--- src/rtl/pmrg_pkg.sv ---
// Shared types, constants and tables of the polar minimum range grid.
package pmrg_pkg;

  localparam int MaxCells    = 1024;
  localparam int CellW       = $clog2(MaxCells);
  localparam int CordicSteps = 16;
  localparam int StepW       = $clog2(CordicSteps);
  localparam int FullTurn    = 23040;
  localparam int HalfTurn    = 11520;
  localparam int QuarterFine = 23592960;

  localparam logic [1:0] CmdClear  = 2'd0;
  localparam logic [1:0] CmdInsert = 2'd1;
  localparam logic [1:0] CmdRead   = 2'd2;

  localparam logic [1:0] CfgNumCells  = 2'd0;
  localparam logic [1:0] CfgMinAngle  = 2'd1;
  localparam logic [1:0] CfgAngleStep = 2'd2;

  typedef struct packed {
    logic [1:0]  cmd;
    logic [15:0] x_mm;
    logic [15:0] y_mm;
    logic [9:0]  read_cell;
  } pmrg_in_t;

  typedef struct packed {
    logic [9:0]  cell_index;
    logic [15:0] range_mm;
    logic        cell_filled;
    logic        in_grid;
  } pmrg_out_t;

  // Controller commands to the datapath.
  typedef struct packed {
    logic load;
    logic cordic_step;
    logic sqrt_step;
    logic div_step;
    logic bearing;
    logic mem_read;
    logic mem_write;
    logic finish;
    logic clear_step;
  } pmrg_cmd_t;

  // Datapath status to the controller.
  typedef struct packed {
    logic cordic_done;
    logic sqrt_done;
    logic div_done;
    logic clear_done;
  } pmrg_sts_t;

  function automatic logic [25:0] atan_fine(input logic [StepW-1:0] i);
    logic [25:0] r;
    case (i)
      4'd0:  r = 26'd11796480;
      4'd1:  r = 26'd6963869;
      4'd2:  r = 26'd3679517;
      4'd3:  r = 26'd1867780;
      4'd4:  r = 26'd937515;
      4'd5:  r = 26'd469214;
      4'd6:  r = 26'd234664;
      4'd7:  r = 26'd117339;
      4'd8:  r = 26'd58671;
      4'd9:  r = 26'd29335;
      4'd10: r = 26'd14668;
      4'd11: r = 26'd7334;
      4'd12: r = 26'd3667;
      4'd13: r = 26'd1833;
      4'd14: r = 26'd917;
      default: r = 26'd458;
    endcase
    return r;
  endfunction

endpackage

--- src/rtl/pmrg_ctrl.sv ---
// Controller state machine sequencing the datapath for one command.
module pmrg_ctrl import pmrg_pkg::*; (
  input  logic      clk_i,
  input  logic      rst_ni,
  input  logic      in_valid_i,
  input  logic [1:0] in_cmd_i,
  output logic      in_ready_o,
  input  logic      out_ready_i,
  output logic      out_valid_o,
  input  pmrg_sts_t sts_i,
  output pmrg_cmd_t cmd_o
);

  typedef enum logic [3:0] {
    StInit, StIdle, StClear, StCalc, StBear, StDiv, StRead, StWrite, StFinish
  } state_e;

  state_e state_q;
  logic   out_valid_q;
  logic   insert_q;
  logic   out_free;

  assign out_free    = !out_valid_q || out_ready_i;
  assign in_ready_o  = (state_q == StIdle);
  assign out_valid_o = out_valid_q;

  always_comb begin
    cmd_o = '0;
    cmd_o.load        = in_valid_i && in_ready_o;
    cmd_o.clear_step  = (state_q inside {StInit, StClear}) && !sts_i.clear_done;
    cmd_o.cordic_step = (state_q == StCalc) && !sts_i.cordic_done;
    cmd_o.sqrt_step   = (state_q == StCalc) && !sts_i.sqrt_done;
    cmd_o.bearing     = (state_q == StBear);
    cmd_o.div_step    = (state_q == StDiv) && !sts_i.div_done;
    cmd_o.mem_read    = (state_q == StRead);
    cmd_o.mem_write   = (state_q == StWrite);
    cmd_o.finish      = (state_q == StFinish) && out_free;
  end

  always_ff @(posedge clk_i or negedge rst_ni) begin
    if (!rst_ni) begin
      state_q     <= StInit;
      out_valid_q <= 1'b0;
      insert_q    <= 1'b0;
    end else begin
      if (state_q == StFinish && out_free) out_valid_q <= 1'b1;
      else if (out_ready_i) out_valid_q <= 1'b0;
      case (state_q)
        StInit: if (sts_i.clear_done) state_q <= StIdle;
        StIdle: begin
          if (in_valid_i) begin
            insert_q <= (in_cmd_i == CmdInsert);
            case (in_cmd_i)
              CmdClear:  state_q <= StClear;
              CmdInsert: state_q <= StCalc;
              CmdRead:   state_q <= StRead;
              default:   state_q <= StFinish;
            endcase
          end
        end
        StClear: if (sts_i.clear_done) state_q <= StFinish;
        StCalc: if (sts_i.cordic_done && sts_i.sqrt_done) state_q <= StBear;
        StBear: state_q <= StDiv;
        StDiv: if (sts_i.div_done) state_q <= StRead;
        StRead: state_q <= StWrite;
        StWrite: state_q <= StFinish;
        StFinish: if (out_free) state_q <= StIdle;
        default: state_q <= StIdle;
      endcase
    end
  end

  a_ready_idle: assert property (@(posedge clk_i) disable iff (!rst_ni)
    in_ready_o |-> state_q == StIdle) else $error("ready outside idle");
  a_finish_free: assert property (@(posedge clk_i) disable iff (!rst_ni)
    cmd_o.finish |=> out_valid_q) else $error("result not presented");
  a_insert_calc: assert property (@(posedge clk_i) disable iff (!rst_ni)
    (state_q == StCalc) |-> insert_q) else $error("calc without insert");

endmodule

--- config.mk ---
export PLATFORM = sky130hd
export DESIGN_NAME = pmrg_ctrl
export DESIGN_NICKNAME = d
export VERILOG_FILES = /design/src/rtl/pmrg_pkg.sv /design/src/rtl/pmrg_ctrl.sv
export SDC_FILE = /design/constraint.sdc
export NUM_CORES = 1
export LEC_CHECK = 0
export ABC_AREA = 0
export ABC_CLOCK_PERIOD_IN_PS = 2150
export BUFFER_PORTS_ARGS = -buffer_cell sky130_fd_sc_hd__buf_2
export CORE_MARGIN = 3
export CORE_UTILIZATION = 30
export DETAILED_ROUTE_END_ITERATION = 12
export GPL_TIMING_DRIVEN = 0
export PLACE_DENSITY = 0.63
export SETUP_SLACK_MARGIN = 0.1
export SLEW_MARGIN = 20
export SYNTH_ARGS = -nofsm -noshare
export SYNTH_HDL_FRONTEND = slang
export SYNTH_SLANG_ARGS = --single-unit
--- constraint.sdc ---
create_clock -name clk_i -period 2.15 [get_ports clk_i]
set_clock_uncertainty 0.15 [all_clocks]
set_input_delay 0 -clock clk_i [delete_from_list [all_inputs] [get_ports clk_i]]
set_output_delay 0 -clock clk_i [all_outputs]
set_load 0.005 [all_outputs]
Yosys cells after proc, flatten, opt, wreduce, memory -nomap -nowiden
Cells that the tools add are included.
- output and inout port bits: 11
- register bits after elaboration: 5
- logic and storage cells: 46
- mux-type cells: 10
- reductions and logical operators: 18
- equality and inequality tests: 16
- operators by type and width (kind ; number):
    one-hot mux 4 bit (9 select lines) ; 1
    2-to-1 mux 4 bit ; 6
    equality test 4 x 3 -> 1 bit (second input constant) ; 4
    one-hot mux 4 bit (3 select lines) ; 1
    != test 2 bit (second input constant) ; 5
    equality test 4 x 2 -> 1 bit (second input constant) ; 2
    logical AND 1 bit ; 7
    AND reduction 6 bit ; 1
    logical NOT 1 bit ; 5
    equality test 4 x 1 -> 1 bit (second input constant) ; 1
    equality test 4 bit (second input constant) ; 1
    logical NOT 4 bit ; 1
    nonzero test 2 bit ; 2
    equality test 2 x 1 -> 1 bit (second input constant) ; 1
    equality test 2 bit (second input constant) ; 1
    logical NOT 2 bit ; 1
    2-to-1 mux 1 bit ; 2
    != test 2 x 1 -> 1 bit (second input constant) ; 1
    logical OR 1 bit ; 1

Logic depth before layout (Yosys ltp)
Gate-level depths: netlist of the first run.
- depth in word-level cells: 4
- mapped depth: 5
- mapped depth without buffers: 4

Worst setup path before layout of the first run
OpenSTA, ideal clock, no wires.
- path type: flip-flop to flip-flop
- from: register state_q[0]
- to: register state_q[0]
- data required time: 1879 ps
- slack: 498 ps
- stages on the path, launching flop included: 5
- clock period less this slack: 1652 ps
- setup time: 121 ps
- data arrival time: 1381 ps
- cell sequence: dfrtp_1 -> or4b_4 -> or3_1 -> nand2b_1 -> o21ai_1
- longest elaborated chain between the ends: 3
- elaborated cells between the ends (all ways): 17
- classes of those cells: 14 x eq/ne; 1 x mux; 2 x reduce/logical
- ends and longest elaborated chain (element ; line ; RTL):
    start: declaration ; pmrg_ctrl.sv:18 ; state_e state_q;
    start signal: assignment ; pmrg_ctrl.sv:42 ; state_q <= StInit;
    start signal: assignment ; pmrg_ctrl.sv:49 ; StInit: if (sts_i.clear_done) state_q <= StIdle;
    start signal: assignment ; pmrg_ctrl.sv:54 ; CmdClear: state_q <= StClear;
    equality test 4 x 2 -> 1 bit, or another cell as far along ; pmrg_ctrl.sv:48 ; case (state_q)
    != test 2 x 1 -> 1 bit (no line) / != test 2 bit (equally long branches) ; n/a ;
    AND reduction 6 bit (no line) ; n/a ;
Several ways; a longest one is shown, not always the timed one.
A chain may end at the register's enable or synchronous reset.

Worst setup path after layout of the first run
- from: register state_q[1]
- to: register state_q[1]
Same word-level chain as after synthesis.

==> impl_metrics.json, run 1 <==
{
  "nFillCells": 129,
  "clk_latency_ns": 0.24,
  "hold_buffers": 3,
  "synth.yosys.seq_area_share_pct": 30.3,
  "finalHoldViolations": 0,
  "rsz0062_at_grt": "no",
  "min-delay-start": "sts_i[0]",
  "drtPass1Iterations": 4,
  "crit_arrival_ns": 1.79,
  "drt_iter0_markers": 14,
  "synth_area_per_cell_um2": 7.37,
  "portBuffers": 20,
  "io_pins": 21,
  "synth_warnings": 0,
  "rrSetupSlack_ns": 0.33,
  "routedWlPerCell_um": 11.6,
  "r2r_end": "state_q[1]$_DFFE_PN0P_",
  "htreeDepth": 1,
  "cts_root_buffer": "clkbuf_4",
  "grt_max_degree": 11,
  "hold_class": "in -> reg",
  "netlist-cell-type-count": 25,
  "whs_ns": 0.0327,
  "hpwl_um": 855,
  "endpoint_kind": "flip-flop",
  "grt_util_all_layers_pct": 13.1,
  "antenna_found_initial": 0,
  "leakagePower_uw": 0.000294,
  "diodes": 0,
  "min_delay_path_depth": 4,
  "r2r_cells": 5,
  "first_global_vias": 441,
  "synthCells": 56,
  "period_share_pct": 84.5,
  "syn_area_um2": 413,
  "cts_tree": "yes",
  "cts_setup_buffers": 0,
  "period_needed_ns": 1.82,
  "status": "completed",
  "pwr_density_cell_nw_per_um2": 1180,
  "grt_overflow": 0,
  "vias_per_cell": 5.00,
  "fp.dieH_um": 43.1,
  "numCtsBuffers": 3,
  "final_cell_count_no_fill": 97,
  "clockBufferDepth": 2,
  "max_freq_mhz": 551,
  "async_flop_share_pct": 100,
  "slew_violations": 0,
  "vias": 485,
  "tightest_slew_ns": 0.595,
  "nets": 94,
  "cts_resized": 0,
  "ant_nets": 0,
  "drc_errors": 0,
  "finalSetupTns_ns": 0,
  "critPathMaxFanout": 10,
  "drv_cap": 0,
  "relSlewSlack_pct": 59.8,
  "dpl.cell_count": 90,
  "drive_gt1_share_pct": 31.3,
  "dp_slack_ns": 0.358,
  "setup.worst_path.class": "reg -> reg",
  "synthFlopType": "dfrtp_1",
  "timing.rr.start": "state_q[1]$_DFFE_PN0P_",
  "die_x_um": 43.1,
  "area_growth_pct": 42.1,
  "worst_ep_required_time_ns": 2.12,
  "place_congestion": 0.737,
  "initial_utilization_pct": 34.4,
  "start_kind": "flip-flop",
  "cts_sinks": 5,
  "grt_pass1_wl_um": 1840,
  "rows": 12,
  "path_clk_slew_ns": 0.04,
  "synth_fp_nets": 66,
  "wl_um": 1120,
  "finalSetupViolCount": 0,
  "ys_ff_latch": 5,
  "core_um2": 1200,
  "setup_slack_ns": 0.334,
  "synth_edf_count": 0,
  "holdPathEnd": "state_q[0]$_DFFE_PN0P_",
  "peakVddDrop_mv": 0.709,
  "die_area_um2": 1860
}
==> worst max-delay path, stage by stage, from the launching register on <==
cell,delay [ns]
dfrtp_1,0.39
buf_2,0.19
and3_1,0.17
o41ai_1,0.56
nand3b_1,0.14
o41ai_1,0.09
==> cells in the final DEF (no fill, tap or decap), types with 4 or more instances in the layout <==
| cell | n |
|---|---|
| buf_2 | 21 |
| nor3_1 | 5 |
| dfrtp_1 | 5 |
| clkbuf_1 | 4 |
| nor2_1 | 4 |
| inv_1 | 4 |
==> layer usage <==
metal	up-vias	part of all wire, %	track usage, %
met2	13	46	18.3
li1	255	-	-
met3	0	7.1	7.20
met4	0	0	3.61
met1	217	47	17.0
met5	-	0	0
==> worst max-delay path by stage <==
stage | slack (ns) | startpoint | to
after floorplan | 0.50 | state_q[0]$_DFFE_PN0P_ | state_q[0]$_DFFE_PN0P_
after global placement | 0.37 | state_q[1]$_DFFE_PN0P_ | state_q[1]$_DFFE_PN0P_
after detailed placement | 0.36 | state_q[1]$_DFFE_PN0P_ | state_q[1]$_DFFE_PN0P_
after CTS | 0.36 | state_q[1]$_DFFE_PN0P_ | state_q[1]$_DFFE_PN0P_
after global routing | 0.24 | state_q[2]$_DFFE_PN0P_ | state_q[1]$_DFFE_PN0P_
final | 0.33 | state_q[1]$_DFFE_PN0P_ | state_q[1]$_DFFE_PN0P_
==> layout make-up <==
cell class                 count  area, um2  share of cell area, %
buffer                         4       16.3                   2.77
clock buffer                   4       26.3                   4.48
inverter                       5       18.8                   3.20
multi-input combinational     42        253                   43.1
sequential                     5        125                   21.3
tap                           14       17.5                   2.99
timing repair buffer          23        130                   22.2
==> flip-flops by register name, indices dropped and copies added, names as in the netlist <==
| signal | count |
|---|---|
| state_q | 4 |
| out_valid_o | 1 |
==> report_power, final <==
group | internal, uW | total, uW | leakage (uW) | switching [uW]
registers | 135 | 174 | 0.0000641 | 39.2
clock network | 70.0 | 106 | 0.0000150 | 36.3
logic | 174 | 411 | 0.000215 | 238
==> synth_stat cells (2+ instances only) <==
| library cell | number | share of area (%) |
|---|---|---|
| nand2b_1 | 3 | 4.5 |
| o21ai_0 | 2 | 2.4 |
| nor2_1 | 4 | 3.6 |
| inv_1 | 4 | 3.6 |
| dfrtp_1 | 5 | 30 |
| nand3b_1 | 2 | 3.6 |
| clkbuf_1 | 3 | 2.7 |
| nand2_1 | 3 | 2.7 |
| a21oi_1 | 3 | 3.6 |
| nor2b_1 | 3 | 4.5 |
| nor3_1 | 5 | 6.1 |
| o41ai_1 | 3 | 6.4 |
| nor4_1 | 3 | 4.5 |
| or3_1 | 2 | 3.0 |
==> through the flow <==
stage               utilization (%)  instance area, um2  power (uW)
floorplan                         -                 413         452
detailed placement             44.2                 531         580
CTS                            48.9                 587         696
global placement               44.2                 531         580
finish                         48.9                 587         692
global route                   48.9                 587         768
==> kinds of logic after synthesis <==
logic type             count (synthesis)  synth area share, %
AOI/OAI and AO/OA                     12                 18.8
and+or+nand+nor                       30                 42.4
DFF                                    5                 30.3
buffers and inverters                  9                 8.48
Power figures use the tool's default switching activity.
==> run 2: changes to the inputs <==
- ABC_AREA: 0 -> 1
- ABC_CLOCK_PERIOD_IN_PS: 2150 -> 1800
- PLACE_DENSITY: 0.63 -> 0.61
- clock period: 2.15 -> 1.8 ns (I/O delays scaled with it)
==> run 2 against run 1 <==
Net effect: combinational power increased by 36%; clock power increased by 21%; utilization decreased by 1.7 points; largest cell class unchanged; register-to-register slack improved by 0.03 ns; area after synthesis increased by 11%; clock-buffer cell count unchanged; setup slack got worse by 0.039 ns; non-clock buffer count decreased by 3; worst hold slack got worse by 0.028 ns; global-route usage decreased by 0.33 points.
==> impl_metrics.json, run 2 <==
{
  "ys_ff_latch": 5,
  "drtPass1Iterations": 4,
  "grt_overflow": 0,
  "dp_slack_ns": 0.365,
  "core_um2": 1370,
  "max_freq_mhz": 664,
  "grt_max_degree": 8,
  "start_kind": "flip-flop",
  "synth_warnings": 0,
  "place_congestion": 0.791,
  "wl_um": 1100,
  "setup.worst_path.class": "reg -> out",
  "ant_nets": 0,
  "cts_root_buffer": "clkbuf_4",
  "place_area_um2": 578,
  "p_int_uw": 458,
  "drc_errors": 0,
  "cts_resized": 0,
  "initial_utilization_pct": 33.6,
  "die_area_um2": 2040,
  "diodes": 0,
  "synthCells": 80,
  "fin_area_um2": 644,
  "synth_common_cells": "nand2_1, inv_1, nand3_1, nor2_1, dfrtp_1",
  "routedWlPerCell_um": 8.97,
  "p_sw_uw": 459,
  "yosysTopAreaCellShare_pct": 27.2,
  "whs_ns": 0.00481,
  "clockBufferDepth": 2,
  "syn_area_um2": 459,
  "combPwrFrac_pct": 60.7,
  "pwr_density_cell_nw_per_um2": 1420,
  "finalSetupTns_ns": 0,
  "endpoint_kind": "primary output",
  "die_x_um": 45.1,
  "top_register": "state_q",
  "largest_reg_flops": 4,
  "cts_sinks": 5,
  "critPathMaxFanout": 6,
  "finalSetupViolCount": 0,
  "synthFlopType": "dfrtp_1",
  "p_seq_share_pct": 25.3,
  "synth.yosys.seq_area_share_pct": 27.2,
  "cts_tree": "yes",
  "cpMostUsedCell": "nor2_1",
  "mostFrequentLayoutCells": "nand2_1, buf_2, inv_1, nand3_1, nor2_1",
  "hpwl_um": 909,
  "status": "completed",
  "finalHoldViolations": 0,
  "hold_buffers": 4,
  "nets": 119,
  "first_global_vias": 492,
  "synth_most_common_cell": "nand2_1",
  "drv_cap": 0,
  "tightest_slew_ns": 0.320,
  "min_delay_path_depth": 5,
  "crit_slowest_cell": "dfrtp_1",
  "slowest_delay_ns": 0.45,
  "rows": 13,
  "dpl.cell_count": 115,
  "rsz0062_at_grt": "no",
  "hold_class": "in -> reg",
  "synth_area_per_cell_um2": 5.74,
  "r2r_cells": 7,
  "swShare_pct": 50.1,
  "cts_setup_buffers": 0,
  "worst_ep_required_time_ns": 1.65,
  "htreeDepth": 1,
  "final_cell_count_no_fill": 123,
  "peakVddDrop_mv": 0.400,
  "relSlewSlack_pct": 78.6,
  "nFillCells": 155,
  "ys_top_cells_by_area": "dfrtp_1, nand2_1, nand3_1, inv_1, nor2_1",
  "synth_edf_count": 0,
  "synth_fp_nets": 90,
  "leakagePower_uw": 0.000405,
  "period_needed_ns": 1.50,
  "path_clk_slew_ns": 0.04,
  "portBuffers": 20,
  "crit_arrival_ns": 1.35,
  "netlist-cell-type-count": 15,
  "fp.dieH_um": 45.1,
  "netlist.top_cell.by_area": "dfrtp_1",
  "power.share.clock_pct": 14.0,
  "io_pins": 21,
  "area_growth_pct": 40.3,
  "clk_latency_ns": 0.24,
  "layout_commonest_cell": "nand2_1",
  "crit_chain": "nor2_1 -> nand2_1 -> nor2_1 -> buf_2",
  "drt_iter0_markers": 17,
  "grt_pass1_wl_um": 1930,
  "vias_per_cell": 4.67,
  "slew_violations": 0,
  "numCtsBuffers": 3,
  "setup_slack_ns": 0.295,
  "drive_gt1_share_pct": 30.6,
  "antenna_found_initial": 0,
  "vias": 574,
  "period_share_pct": 83.6,
  "async_flop_share_pct": 100,
  "grt_util_all_layers_pct": 12.7
}
[run 2: cell types whose count changed in the layout (fill, tap and decap cells not counted), moves of 4 or more]
cell / delta
nand2_1: +19
nor2_1: +8
nor3_1: -4
nand3_1: +12
inv_1: +9
[run 2: logic make-up after synthesis]
| group | synth area share, % |
|---|---|
| DFF | 27.2 |
| AOI/OAI and AO/OA | 2.18 |
| and+or+nand+nor | 56.7 |
| buffers and inverters | 13.9 |
[run 2: final timing paths]
path | startpoint | endpoint | slack [ns]
setup / recovery | state_q[3]$_DFFE_PN0P_ | cmd_o[6] | 0.30
hold / removal | in_cmd_i[1] | state_q[2]$_DFFE_PN0P_ | 0.005
setup reg to reg | state_q[3]$_DFFE_PN0P_ | state_q[2]$_DFFE_PN0P_ | 0.36
hold reg to reg | state_q[0]$_DFFE_PN0P_ | state_q[0]$_DFFE_PN0P_ | 0.45
max in group asynchronous | rst_ni | state_q[0]$_DFFE_PN0P_ | 0.80
min in group asynchronous | rst_ni | out_valid_o$_DFFE_PN0P_ | 0.51
[run 2: cell type report]
class / instances / area (um2) / area share [%]
well taps: 15 / 18.8 / 2.91
repair buffers: 24 / 140 / 21.7
clock buffers: 4 / 26.3 / 4.08
inverters: 17 / 63.8 / 9.90
flip-flops and latches: 5 / 125 / 19.4
multi-input cells: 58 / 270 / 41.9
[run 2: layer usage]
| metal | vias up | share of wire [%] | global-route usage, % |
|---|---|---|---|
| li1 | 303 | - | - |
| met1 | 252 | 46 | 16.6 |
| met2 | 19 | 47 | 19.2 |
| met3 | 0 | 6.5 | 5.18 |
| met4 | 0 | 0 | 3.51 |
| met5 | - | 0 | 0 |
[run 2: worst max-delay path: cells and delay by family, from the launching register on]
family | cells | cell delay (ns)
simple gates | 3 | 0.56
buf+inv | 1 | 0.11
flops | 1 | 0.45
[run 2: per-stage QoR]
stage	total power (uW)	util, %
6_report	917	47.2
5_1_grt	1030	47.2
4_1_cts	926	47.2
3_5_place_dp	784	42.3
3_3_place_gp	790	42.3
2_1_floorplan	627	-
[run 2: power groups by stage]
stage          combinational [uW]  clock, uW  sequential [uW]
2_1_floorplan                 409          0              218
4_1_cts                       561        134              231
3_3_place_gp                  558          0              233
3_5_place_dp                  552          0              232
5_1_grt                       650        142              240
6_report                      557        128              232
